**config.mk**
```make
export PLATFORM = sky130hd
export DESIGN_NAME = self_heating_temp_humidity_comp
export DESIGN_NICKNAME = d
export VERILOG_FILES = /design/src/design/shthc_pkg.sv /design/src/design/self_heating_temp_humidity_comp.sv
export SDC_FILE = /design/constraint.sdc
export NUM_CORES = 2
export LEC_CHECK = 0
export BUFFER_PORTS_ARGS = -buffer_cell sky130_fd_sc_hd__buf_2
export CORE_UTILIZATION = 45
export DETAILED_ROUTE_END_ITERATION = 8
export PLACE_DENSITY_LB_ADDON = 0.1
export SETUP_SLACK_MARGIN = 0.4
export SYNTH_ARGS = -nofsm -noshare
export SYNTH_HDL_FRONTEND = slang
export SYNTH_SLANG_ARGS = --single-unit
```
**constraint.sdc**
```tcl
create_clock -name i_clk -period 13.8 [get_ports i_clk]
set_input_delay 1.38 -clock i_clk [delete_from_list [all_inputs] [get_ports i_clk]]
set_output_delay 1.38 -clock i_clk [all_outputs]
set_load 0.02 [all_outputs]
```
**src/design/shthc_pkg.sv**
```systemverilog
// ----------------------------------------------------------------------------
// shthc_pkg
// Types, constants and tables shared by the self-heating temperature and
// humidity compensation block.
// ----------------------------------------------------------------------------
package shthc_pkg;

    // Fixed-point format and sensor constants.
    localparam int FRAC_BITS          = 8;
    localparam int CHIP_TEMP_FALLBACK = 12800;
    localparam int HUMID_LOW          = 0;
    localparam int HUMID_HIGH         = 25600;
    localparam int MAGNUS_A_Q         = 4511;
    localparam int MAGNUS_B_Q         = 62239;
    localparam int LOG2E_Q16          = 94548;
    localparam int LN2_Q16            = 45426;
    localparam int WEIGHT_MAX         = 65536;

    // Gamma division sizes: dividend A*|t|*2^(16-F), divisor B+t (> 2^F).
    localparam int A_W   = $clog2(MAGNUS_A_Q + 1);
    localparam int MAG_W = A_W + 15;
    localparam int NUM_W = MAG_W + 16 - FRAC_BITS;
    localparam int QW    = NUM_W - FRAC_BITS;
    localparam int DW    = $clog2(MAGNUS_B_Q + 32768 + 1);
    localparam int CW    = $clog2(QW + 1);

    // Result path codes.
    localparam logic [1:0] PATH_OFF    = 2'd0;
    localparam logic [1:0] PATH_FAST   = 2'd1;
    localparam logic [1:0] PATH_MAGNUS = 2'd2;
    localparam logic [1:0] PATH_GUARD  = 2'd3;

    // Configuration register indexes.
    typedef enum logic [2:0] {
        CFG_ENABLE    = 3'd0,
        CFG_BASE      = 3'd1,
        CFG_REF       = 3'd2,
        CFG_SLOPE     = 3'd3,
        CFG_FLOOR     = 3'd4,
        CFG_CEILING   = 3'd5,
        CFG_WEIGHT    = 3'd6,
        CFG_FAST_LIM  = 3'd7
    } t_cfg_idx;

    // Sequencer states.
    typedef enum logic [4:0] {
        ST_IDLE,
        ST_FLT_MUL,
        ST_FLT_ADD,
        ST_OFS_MUL,
        ST_OFS_ADD,
        ST_TEMP,
        ST_GAM_MUL,
        ST_DIV_LOAD,
        ST_DIV,
        ST_DIV_END,
        ST_D_CLAMP,
        ST_Y_MUL,
        ST_Y,
        ST_T_MUL,
        ST_T,
        ST_TT_MUL,
        ST_P,
        ST_M_MUL,
        ST_M,
        ST_H_MUL,
        ST_H,
        ST_OUT
    } t_state;

    // 2^(i/16) in Q16.
    function automatic logic [16:0] pow2_frac(input logic [3:0] idx);
        logic [16:0] v;
        case (idx)
            4'd0:    v = 17'd65536;
            4'd1:    v = 17'd68438;
            4'd2:    v = 17'd71468;
            4'd3:    v = 17'd74632;
            4'd4:    v = 17'd77936;
            4'd5:    v = 17'd81386;
            4'd6:    v = 17'd84990;
            4'd7:    v = 17'd88752;
            4'd8:    v = 17'd92682;
            4'd9:    v = 17'd96785;
            4'd10:   v = 17'd101070;
            4'd11:   v = 17'd105545;
            4'd12:   v = 17'd110218;
            4'd13:   v = 17'd115097;
            4'd14:   v = 17'd120193;
            default: v = 17'd125515;
        endcase
        return v;
    endfunction

endpackage

```
**src/design/self_heating_temp_humidity_comp.sv**
```systemverilog
// ----------------------------------------------------------------------------
// self_heating_temp_humidity_comp
// Self-heating temperature offset and Magnus humidity correction.
// ----------------------------------------------------------------------------
// A beat carries raw temperature, raw humidity and a chip temperature sample
// in Q8.8. The block takes one beat at a time and returns one result beat.
// A disabled beat goes straight to the output register, a fast-path or guard
// beat passes the filter, offset and temperature steps, and a full Magnus
// beat adds the gamma divisions and the exponent steps; the beat that seeds
// the filter skips the filter multiply and add. The Magnus path is dominated
// by two gamma divisions on one restoring divider at one quotient bit per
// cycle (28 steps plus a load and an unload step), and all multiplies go
// through one shared 33x33 multiplier under a small sequencer. A new input
// beat is taken as soon as the sequencer is idle, even while the previous
// result still waits in the output register.
module self_heating_temp_humidity_comp
    import shthc_pkg::*;
(
    input  logic               i_clk,
    input  logic               i_rst_n,
    // Configuration write port.
    input  logic               i_cfg_we,
    input  logic [2:0]         i_cfg_idx,
    input  logic [16:0]        i_cfg_data,
    // Input channel.
    input  logic               i_valid,
    output logic               o_ready,
    input  logic signed [15:0] i_raw_temp,
    input  logic [14:0]        i_raw_humid,
    input  logic signed [15:0] i_chip_temp_sample,
    input  logic               i_chip_sample_valid,
    // Output channel.
    output logic               o_valid,
    input  logic               i_ready,
    output logic signed [15:0] o_temp_out,
    output logic [14:0]        o_humid_out,
    output logic signed [15:0] o_temp_offset,
    output logic signed [15:0] o_humid_offset,
    output logic signed [15:0] o_chip_temp_smoothed,
    output logic [1:0]         o_path
);

    localparam logic signed [QW+1:0] D_LO = (QW+2)'(-12 * 65536);
    localparam logic signed [QW+1:0] D_HI = (QW+2)'(11 * 65536);
    localparam logic signed [19:0]   B_S  = 20'(MAGNUS_B_Q);
    localparam logic signed [19:0]   G_LIM = 20'(1 << FRAC_BITS);

    // Configuration registers.
    logic               r_en;
    logic signed [15:0] r_base, r_ref, r_slope, r_lo, r_hi;
    logic [16:0]        r_w;
    logic [14:0]        r_lim;

    // Sequencer and datapath registers.
    t_state             r_state, n_state;
    logic signed [15:0] r_raw_t, r_x, r_s, r_off, r_tc;
    logic [14:0]        r_raw_h, r_hum;
    logic [1:0]         r_path;
    logic               r_started;
    logic signed [48:0] r_prod;
    logic               r_gsel, r_neg;
    logic [DW-1:0]      r_div;
    logic [DW-1:0]      r_rem;
    logic [QW-1:0]      r_quo;
    logic [CW-1:0]      r_cnt;
    logic signed [QW:0] r_g_raw, r_g_cmp;
    logic signed [20:0] r_d;
    logic signed [5:0]  r_n;
    logic [15:0]        r_u;
    logic [11:0]        r_t;
    logic [30:0]        r_p;
    logic [31:0]        r_m;

    // Output register.
    logic               r_ov;
    logic signed [15:0] r_o_temp, r_o_toff, r_o_hoff, r_o_smooth;
    logic [14:0]        r_o_hum;
    logic [1:0]         r_o_path;

    // Shared multiplier.
    logic signed [32:0] mul_a, mul_b;
    logic signed [65:0] mul_p;
    assign mul_p = mul_a * mul_b;

    // Combinational helpers.
    logic [16:0]        w_sat;
    logic signed [16:0] xs_diff, sr_diff;
    logic signed [15:0] g_t;
    logic [16:0]        g_tabs;
    logic signed [48:0] flt_sum, ofs_sum;
    logic signed [35:0] ofs_raw;
    logic signed [15:0] lo_eff;
    logic signed [16:0] tc_wide, td_diff;
    logic signed [15:0] tc_sat;
    logic [16:0]        td_abs;
    logic               is_fast, is_guard;
    logic [14:0]        raw_h_clamp;
    logic [NUM_W-1:0]   dividend;
    logic [DW:0]        rem2;
    logic               q_bit;
    logic signed [QW:0] g_val;
    logic signed [QW+1:0] d_full;
    logic [6:0]         h_sh;
    logic [49:0]        h_sum, h_res;
    logic [14:0]        h_clamp;
    logic               out_load;

    assign w_sat   = (r_w > 17'(WEIGHT_MAX)) ? 17'(WEIGHT_MAX) : r_w;
    assign xs_diff = 17'(r_x) - 17'(r_s);
    assign sr_diff = 17'(r_s) - 17'(r_ref);
    assign g_t     = r_gsel ? r_tc : r_raw_t;
    assign g_tabs  = g_t[15] ? (17'd0 - 17'(g_t)) : 17'(g_t);

    // Filter and offset arithmetic.
    assign flt_sum = r_prod + 49'sd32768;
    assign ofs_sum = r_prod + 49'sd8192;
    assign ofs_raw = 36'(ofs_sum >>> 14) + 36'(r_base);
    assign lo_eff  = (r_lo > r_hi) ? r_hi : r_lo;

    // Compensated temperature and path decision.
    assign tc_wide = 17'(r_raw_t) - 17'(r_off);
    assign tc_sat  = (tc_wide > 17'sd32767)  ? 16'sh7fff :
                     (tc_wide < -17'sd32768) ? 16'sh8000 : 16'(tc_wide);
    assign td_diff = 17'(r_raw_t) - 17'(tc_sat);
    assign td_abs  = td_diff[16] ? (17'd0 - 17'(td_diff)) : 17'(td_diff);
    assign is_fast = td_abs < 17'(r_lim);
    assign is_guard = ((B_S + 20'(r_raw_t)) <= G_LIM) || ((B_S + 20'(tc_sat)) <= G_LIM);
    assign raw_h_clamp = (r_raw_h < 15'(HUMID_LOW))  ? 15'(HUMID_LOW) :
                         (r_raw_h > 15'(HUMID_HIGH)) ? 15'(HUMID_HIGH) : r_raw_h;

    // Restoring divider step.
    assign dividend = {r_prod[MAG_W-1:0], (16 - FRAC_BITS)'(0)};
    assign rem2     = {r_rem, r_quo[QW-1]};
    assign q_bit    = rem2 >= {1'b0, r_div};
    assign g_val    = r_neg ? ((QW+1)'(0) - (QW+1)'(r_quo)) : (QW+1)'(r_quo);
    assign d_full   = (QW+2)'(r_g_raw) - (QW+2)'(r_g_cmp);

    // Final scale by 2^n with rounding.
    assign h_sh    = 7'(7'sd30 - 7'(r_n));
    assign h_sum   = {1'b0, r_prod} + (50'd1 << (h_sh - 7'd1));
    assign h_res   = h_sum >> h_sh;
    assign h_clamp = (h_res < 50'(HUMID_LOW))  ? 15'(HUMID_LOW) :
                     (h_res > 50'(HUMID_HIGH)) ? 15'(HUMID_HIGH) : h_res[14:0];

    assign out_load = (r_state == ST_OUT) && (!r_ov || i_ready);

    // Next-state logic.
    always_comb begin
        n_state = r_state;
        case (r_state)
            ST_IDLE: begin
                if (i_valid) begin
                    if (!r_en) begin
                        n_state = ST_OUT;
                    end else if (!r_started) begin
                        n_state = ST_OFS_MUL;
                    end else begin
                        n_state = ST_FLT_MUL;
                    end
                end
            end
            ST_FLT_MUL:  n_state = ST_FLT_ADD;
            ST_FLT_ADD:  n_state = ST_OFS_MUL;
            ST_OFS_MUL:  n_state = ST_OFS_ADD;
            ST_OFS_ADD:  n_state = ST_TEMP;
            ST_TEMP:     n_state = (is_fast || is_guard) ? ST_OUT : ST_GAM_MUL;
            ST_GAM_MUL:  n_state = ST_DIV_LOAD;
            ST_DIV_LOAD: n_state = ST_DIV;
            ST_DIV:      n_state = (r_cnt == CW'(1)) ? ST_DIV_END : ST_DIV;
            ST_DIV_END:  n_state = r_gsel ? ST_D_CLAMP : ST_GAM_MUL;
            ST_D_CLAMP:  n_state = ST_Y_MUL;
            ST_Y_MUL:    n_state = ST_Y;
            ST_Y:        n_state = ST_T_MUL;
            ST_T_MUL:    n_state = ST_T;
            ST_T:        n_state = ST_TT_MUL;
            ST_TT_MUL:   n_state = ST_P;
            ST_P:        n_state = ST_M_MUL;
            ST_M_MUL:    n_state = ST_M;
            ST_M:        n_state = ST_H_MUL;
            ST_H_MUL:    n_state = ST_H;
            ST_H:        n_state = ST_OUT;
            ST_OUT:      n_state = out_load ? ST_IDLE : ST_OUT;
            default:     n_state = ST_IDLE;
        endcase
    end

    // Output logic: handshake and multiplier operand selection.
    always_comb begin
        o_ready = 1'b0;
        mul_a   = '0;
        mul_b   = '0;
        case (r_state)
            ST_IDLE:    o_ready = 1'b1;
            ST_FLT_MUL: begin
                mul_a = $signed({16'd0, w_sat});
                mul_b = 33'(xs_diff);
            end
            ST_OFS_MUL: begin
                mul_a = 33'(sr_diff);
                mul_b = 33'(r_slope);
            end
            ST_GAM_MUL: begin
                mul_a = 33'sd0 + 33'(MAGNUS_A_Q);
                mul_b = $signed({16'd0, g_tabs});
            end
            ST_Y_MUL: begin
                mul_a = 33'(r_d);
                mul_b = 33'(LOG2E_Q16);
            end
            ST_T_MUL: begin
                mul_a = $signed({21'd0, r_u[11:0]});
                mul_b = 33'(LN2_Q16);
            end
            ST_TT_MUL: begin
                mul_a = $signed({21'd0, r_t});
                mul_b = $signed({21'd0, r_t});
            end
            ST_M_MUL: begin
                mul_a = $signed({16'd0, pow2_frac(r_u[15:12])});
                mul_b = $signed({2'd0, r_p});
            end
            ST_H_MUL: begin
                mul_a = $signed({18'd0, r_raw_h});
                mul_b = $signed({1'b0, r_m});
            end
            default: begin
                o_ready = 1'b0;
            end
        endcase
    end

    // Configuration registers.
    always_ff @(posedge i_clk) begin
        if (!i_rst_n) begin
            r_en    <= 1'b0;
            r_base  <= '0;
            r_ref   <= '0;
            r_slope <= '0;
            r_lo    <= '0;
            r_hi    <= '0;
            r_w     <= 17'd6554;
            r_lim   <= 15'd26;
        end else if (i_cfg_we) begin
            case (i_cfg_idx)
                CFG_ENABLE:   r_en    <= i_cfg_data[0];
                CFG_BASE:     r_base  <= i_cfg_data[15:0];
                CFG_REF:      r_ref   <= i_cfg_data[15:0];
                CFG_SLOPE:    r_slope <= i_cfg_data[15:0];
                CFG_FLOOR:    r_lo    <= i_cfg_data[15:0];
                CFG_CEILING:  r_hi    <= i_cfg_data[15:0];
                CFG_WEIGHT:   r_w     <= i_cfg_data;
                CFG_FAST_LIM: r_lim   <= i_cfg_data[14:0];
                default:      r_en    <= r_en;
            endcase
        end
    end

    // Sequencer state and filter state.
    always_ff @(posedge i_clk) begin
        if (!i_rst_n) begin
            r_state   <= ST_IDLE;
            r_started <= 1'b0;
            r_s       <= 16'(CHIP_TEMP_FALLBACK);
        end else begin
            r_state <= n_state;
            if (r_state == ST_IDLE && i_valid) begin
                if (!r_en) begin
                    r_started <= 1'b0;
                end else if (!r_started) begin
                    r_started <= 1'b1;
                    r_s <= i_chip_sample_valid ? i_chip_temp_sample
                                               : 16'(CHIP_TEMP_FALLBACK);
                end
            end else if (r_state == ST_FLT_ADD) begin
                r_s <= r_s + 16'(flt_sum >>> 16);
            end
        end
    end

    // Datapath registers.
    always_ff @(posedge i_clk) begin
        case (r_state)
            ST_IDLE: begin
                r_raw_t <= i_raw_temp;
                r_raw_h <= i_raw_humid;
                r_x     <= i_chip_sample_valid ? i_chip_temp_sample
                                               : 16'(CHIP_TEMP_FALLBACK);
                r_tc    <= i_raw_temp;
                r_hum   <= i_raw_humid;
                r_off   <= '0;
                r_path  <= PATH_OFF;
                r_gsel  <= 1'b0;
            end
            ST_FLT_MUL, ST_OFS_MUL, ST_Y_MUL, ST_T_MUL, ST_TT_MUL,
            ST_M_MUL, ST_H_MUL: begin
                r_prod <= mul_p[48:0];
            end
            ST_OFS_ADD: begin
                if (ofs_raw < 36'(lo_eff)) begin
                    r_off <= lo_eff;
                end else if (ofs_raw > 36'(r_hi)) begin
                    r_off <= r_hi;
                end else begin
                    r_off <= 16'(ofs_raw);
                end
            end
            ST_TEMP: begin
                r_tc <= tc_sat;
                if (is_fast) begin
                    r_hum  <= raw_h_clamp;
                    r_path <= PATH_FAST;
                end else if (is_guard) begin
                    r_hum  <= r_raw_h;
                    r_path <= PATH_GUARD;
                end else begin
                    r_path <= PATH_MAGNUS;
                end
            end
            ST_GAM_MUL: begin
                r_prod <= mul_p[48:0];
                r_neg  <= g_t[15];
                r_div  <= DW'(B_S + 20'(g_t));
            end
            ST_DIV_LOAD: begin
                r_rem <= DW'(dividend[NUM_W-1:QW]);
                r_quo <= dividend[QW-1:0];
                r_cnt <= CW'(QW);
            end
            ST_DIV: begin
                r_rem <= q_bit ? DW'(rem2 - {1'b0, r_div}) : DW'(rem2);
                r_quo <= {r_quo[QW-2:0], q_bit};
                r_cnt <= r_cnt - CW'(1);
            end
            ST_DIV_END: begin
                if (r_gsel) begin
                    r_g_cmp <= g_val;
                end else begin
                    r_g_raw <= g_val;
                end
                r_gsel <= 1'b1;
            end
            ST_D_CLAMP: begin
                if (d_full < D_LO) begin
                    r_d <= 21'(D_LO);
                end else if (d_full > D_HI) begin
                    r_d <= 21'(D_HI);
                end else begin
                    r_d <= 21'(d_full);
                end
            end
            ST_Y: begin
                r_n <= 6'(r_prod >>> 32);
                r_u <= r_prod[31:16];
            end
            ST_T:    r_t <= r_prod[27:16];
            ST_P:    r_p <= 31'(1 << 30) + {5'd0, r_t, 14'd0} + 31'(r_prod[23:3]);
            ST_M:    r_m <= r_prod[47:16];
            ST_H:    r_hum <= h_clamp;
            default: r_cnt <= r_cnt;
        endcase
    end

    // Output register.
    always_ff @(posedge i_clk) begin
        if (!i_rst_n) begin
            r_ov <= 1'b0;
        end else if (out_load) begin
            r_ov <= 1'b1;
        end else if (i_ready) begin
            r_ov <= 1'b0;
        end
    end

    always_ff @(posedge i_clk) begin
        if (out_load) begin
            r_o_temp   <= r_tc;
            r_o_hum    <= r_hum;
            r_o_toff   <= r_off;
            r_o_hoff   <= 16'(r_hum) - 16'(r_raw_h);
            r_o_smooth <= (r_path == PATH_OFF) ? 16'sd0 : r_s;
            r_o_path   <= r_path;
        end
    end

    assign o_valid              = r_ov;
    assign o_temp_out           = r_o_temp;
    assign o_humid_out          = r_o_hum;
    assign o_temp_offset        = r_o_toff;
    assign o_humid_offset       = r_o_hoff;
    assign o_chip_temp_smoothed = r_o_smooth;
    assign o_path               = r_o_path;

    // Checks on the sequencer and results.
    a_div_count: assert property (@(posedge i_clk) disable iff (!i_rst_n)
        (r_state == ST_DIV) |-> (r_cnt != '0))
        else $error("divider ran past its last quotient bit");

    a_busy_not_ready: assert property (@(posedge i_clk) disable iff (!i_rst_n)
        (r_state != ST_IDLE) |-> !o_ready)
        else $error("input taken while sequencer busy");

    a_result_holds: assert property (@(posedge i_clk) disable iff (!i_rst_n)
        (o_valid && !i_ready) |=> (o_valid && $stable(o_temp_out) && $stable(o_path)))
        else $error("pending result lost");

    a_off_zero: assert property (@(posedge i_clk) disable iff (!i_rst_n)
        (o_valid && o_path == PATH_OFF) |->
        (o_temp_offset == 16'sd0 && o_chip_temp_smoothed == 16'sd0 &&
         o_humid_offset == 16'sd0))
        else $error("disabled result carries nonzero offsets");

    a_humid_range: assert property (@(posedge i_clk) disable iff (!i_rst_n)
        (o_valid && (o_path == PATH_FAST || o_path == PATH_MAGNUS)) |->
        (o_humid_out <= 15'(HUMID_HIGH) && o_humid_out >= 15'(HUMID_LOW)))
        else $error("corrected humidity out of range");

endmodule

```
==> PnR_summary.wiki <==
{| class="wikitable"
! Metric !! Value
|-
| Result of the run || complete, no violations
|-
| Average instance area after synthesis || 8.88 um^2
|-
| Core region area || 0.154 mm^2
|-
| Number of primary I/O pins || 156
|-
| Overall die height || 396 um
|-
| Kind of end point of the critical path || flip-flop
|-
| Clock skew || 0.0345 ns
|-
| Hold Fails Final Rpt || 0
|-
| Final-layout worst hold slack || 0.447 ns
|-
| Worst-skew pair later-pin latency || 0.68 ns
|-
| Async S/R FF share, synth || 0%
|-
| Slew margin rel. || 7.08%
|-
| Post-synthesis net count || 9,184
|-
| Critical path's top delay family || adder cells
|-
| Origin of the worst min-delay path || r_tc[12]
|-
| Minimum clock period after layout || 12.89 ns
|-
| Worst flop-to-flop path endpoint || r_prod[48]
|-
| Hold worst-path end || o_temp_out[12]
|-
| Number of hold buffers added after cts || 0
|-
| CTS buffer count || 76
|-
| Via density per instance || 5.83
|-
| Die span in x || 396 um
|-
| Buffer and inverter count on the worst path || 7
|-
| Top achievable clock speed || 77.6 MHz
|-
| Slowest-stage cell, CP || sky130_fd_sc_hd__fa_1
|-
| R2r startpoint || r_s[0]
|-
| TritonCTS clock tree || done
|-
| Worst r2r path cells || 47
|-
| Launching element of the worst setup path || r_s[0]
|-
| Detailed-route DRC error count || 0
|-
| Pwr Total || 15.6 mW
|-
| CTS clk-pin slew, worst paths || 0.07 ns
|-
| Sum Neg Setup Slack || 0 ns
|-
| Detail-routed net length per standard cell || 24.8 um
|-
| Number of max-slew violations in the final report || 0
|-
| Worst path setup slack after routing || 0.908 ns
|-
| Critical path's largest stage delay || 0.72 ns
|-
| Starting density of the core || 45.3%
|-
| Clk root buf || sky130_fd_sc_hd__clkbuf_16
|-
| Post-synthesis cell type count || 125
|-
| Number of flops mapped to enable cells by yosys || 467
|-
| Total standard cell area after synthesis || 0.0697 mm^2
|-
| Last weighted congestion value of the routability-driven placer || 0.984
|-
| Flip-flop and latch count after synthesis || 619
|-
| Sinks on the clock net || 619
|-
| Leading area contributor after synthesis || sky130_fd_sc_hd__fa_1
|-
| Number of levels in the clock H-tree || 3
|-
| Warnings, synthesis || 0
|-
| Number of I/O port buffers || 155
|-
| Worst Hold Class || reg2reg
|-
| Initial antenna violation count || 12
|-
| Portion of the post-synthesis area used by sequential elements || 24.5%
|-
| Final #Nets || 9,249
|-
| Fin crit share || 93.4%
|-
| Pre-CTS setup slack || 0.885 ns
|-
| Maximum capacitance violations || 0
|-
| Vias after detailed routing || 58,400
|-
| Slew at the pin closest to its max-slew limit || 1.38 ns
|-
| Instance count along the most critical hold path || 0
|-
| Crit path launch type || flip-flop
|-
| Worst setup slack for register-to-register paths || 0.91 ns
|-
| Areal power density over the cells || 206 mW/mm^2
|-
| Number of instances in the synthesized netlist || 7,855
|-
| Most repeated cell in the gate-level netlist after synthesis || sky130_fd_sc_hd__inv_1
|-
| RSZ-0062 raised after global routing || true
|-
| Wire length of the first global-routing pass || 368,000 um
|-
| Commonest cells in the netlist || sky130_fd_sc_hd__inv_1, sky130_fd_sc_hd__nand2_1, sky130_fd_sc_hd__nor2_1, sky130_fd_sc_hd__fa_1, sky130_fd_sc_hd__ha_1
|-
| Largest net degree at the start of global routing || 74
|-
| Floorplan die area || 0.157 mm^2
|-
| Classification of the worst setup path || reg2reg
|-
| Leakage component of the power || 34.1 nW
|-
| Worst vdd rail ir drop || 0.000335 V
|-
| Iter 0 DRT Violations || 5,594
|-
| DPL Wire Length || 197,000 um
|-
| Worst endpoint required time || 14.22 ns
|-
| Area Overhead vs Synth || 8.50%
|-
| Library cell appearing most often on the critical path || sky130_fd_sc_hd__fa_1
|-
| Maximum fanout along the worst path || 11
|-
| Routed wire length || 248,000 um
|-
| Area share of the largest cell type after synthesis || 20.8%
|-
| Site Rows || 144
|-
| Overflow after GRT || 0
|-
| Total instance count after detailed placement || 9,881
|-
| Final std cells w/o fill || 10,000
|-
| Instance count on the critical path || 47
|-
| Proportion of layout cells with a drive suffix above 1 || 7.68%
|-
| Antenna Nets Post-Route || 0
|-
| Vias in the first global route || 56,800
|-
| Aggregate global-route resource usage || 31.5%
|-
| Worst Path Arrival || 13.31 ns
|-
| First-pass iteration count of the detailed router || 7
|-
| Dominant synthesized flop cell || sky130_fd_sc_hd__edfxtp_1
|-
| Ranking of synthesized cells by area || sky130_fd_sc_hd__fa_1, sky130_fd_sc_hd__edfxtp_1, sky130_fd_sc_hd__ha_1
|-
| Endpoints failing setup || 0
|-
| CTS max path bufs || 3
|}
[state kept, by name (all words and copies together), names as in the netlist, 17 cells and up, named ones only]
signal,cells
r_prod,49
r_p,27
r_rem,17
r_g_cmp,29
r_d,21
r_w,17
r_g_raw,29
r_quo,28
r_div,17
r_m,32
[placed cells by master, fill, tap and decap left out, drive strengths merged, types with 243 or more instances in the layout]
cell / Yosys / layout
buf: 31 / 309
fa: 725 / 725
nand2: 1016 / 1016
ha: 531 / 531
edfxtp: 467 / 467
a21oi: 441 / 441
o21ai: 254 / 254
xnor2: 243 / 243
nor2: 733 / 733
inv: 1180 / 1183
[area by class of cell]
type,instances,area (um^2)
Fill cell,14800,78200
Multi-Input combinational cell,5731,47200
Sequential cell,619,17100
Inverter,1183,4450
Tap cell,2044,2560
Clock buffer,99,2070
Timing Repair Buffer,309,1930
Clock inverter,36,372
Antenna cell,2,5.00
[power by group]
part | internal, mW | leakage [nW] | switching (mW)
clock | 1.17 | 1.18 | 0.862
combinational | 3.81 | 27.4 | 6.64
sequential | 2.56 | 5.51 | 0.519
[worst reg2reg max path: cells and delay by family, from the launching register on]
kind	cells	cell delay, ns
compound gates	21	4.92
xor+xnor	1	0.08
fa+ha+maj	11	5.33
buf+inv	7	0.87
flops	1	0.34
simple gates	7	1.14
[metrics by stage]
stage | instance area [um^2] | util, %
5_1_grt | 75600 | 49.2
3_3_place_gp | 73200 | 47.5
4_1_cts | 75600 | 49.1
3_5_place_dp | 73200 | 47.5
2_1_floorplan | 69700 | -
6_report | 75600 | 49.2
[routing by layer]
metal / up-vias / GRT usage (%) / wire [um]
met4: 14 / 12.6 / 11200
met2: 2345 / 50.5 / 114000
met1: 29100 / 42.4 / 104000
met3: 500 / 5.17 / 19100
li1: 26500 / - / -
met5: - / 0 / 92
[worst max-delay path by stage]
stage / end / slack [ns]
after detailed placement: r_prod[48] / 0.89
after CTS: r_prod[48] / 0.83
after floorplan: r_prod[48] / 2.62
final: r_prod[48] / 0.91
after global placement: r_prod[48] / 1.11
after global routing: r_prod[48] / 0.22
[logic make-up after synthesis]
family                   synth area share (%)
AND/OR/NAND/NOR                          16.0
adder cells (fa/ha/maj)                  30.4
AO/OA/AOI/OAI                            14.4
multiplexers                             1.97
XOR/XNOR                                 4.44
flip-flops                               24.5
buffers and inverters                    8.34
[timing repair]
item | in CTS | in global routing
gates resized for setup | 0 | 2
buffers inserted | 0 | 5
endpoints found under the setup margin | 0 | 5
No activity file was read; power rests on OpenSTA's default activity.
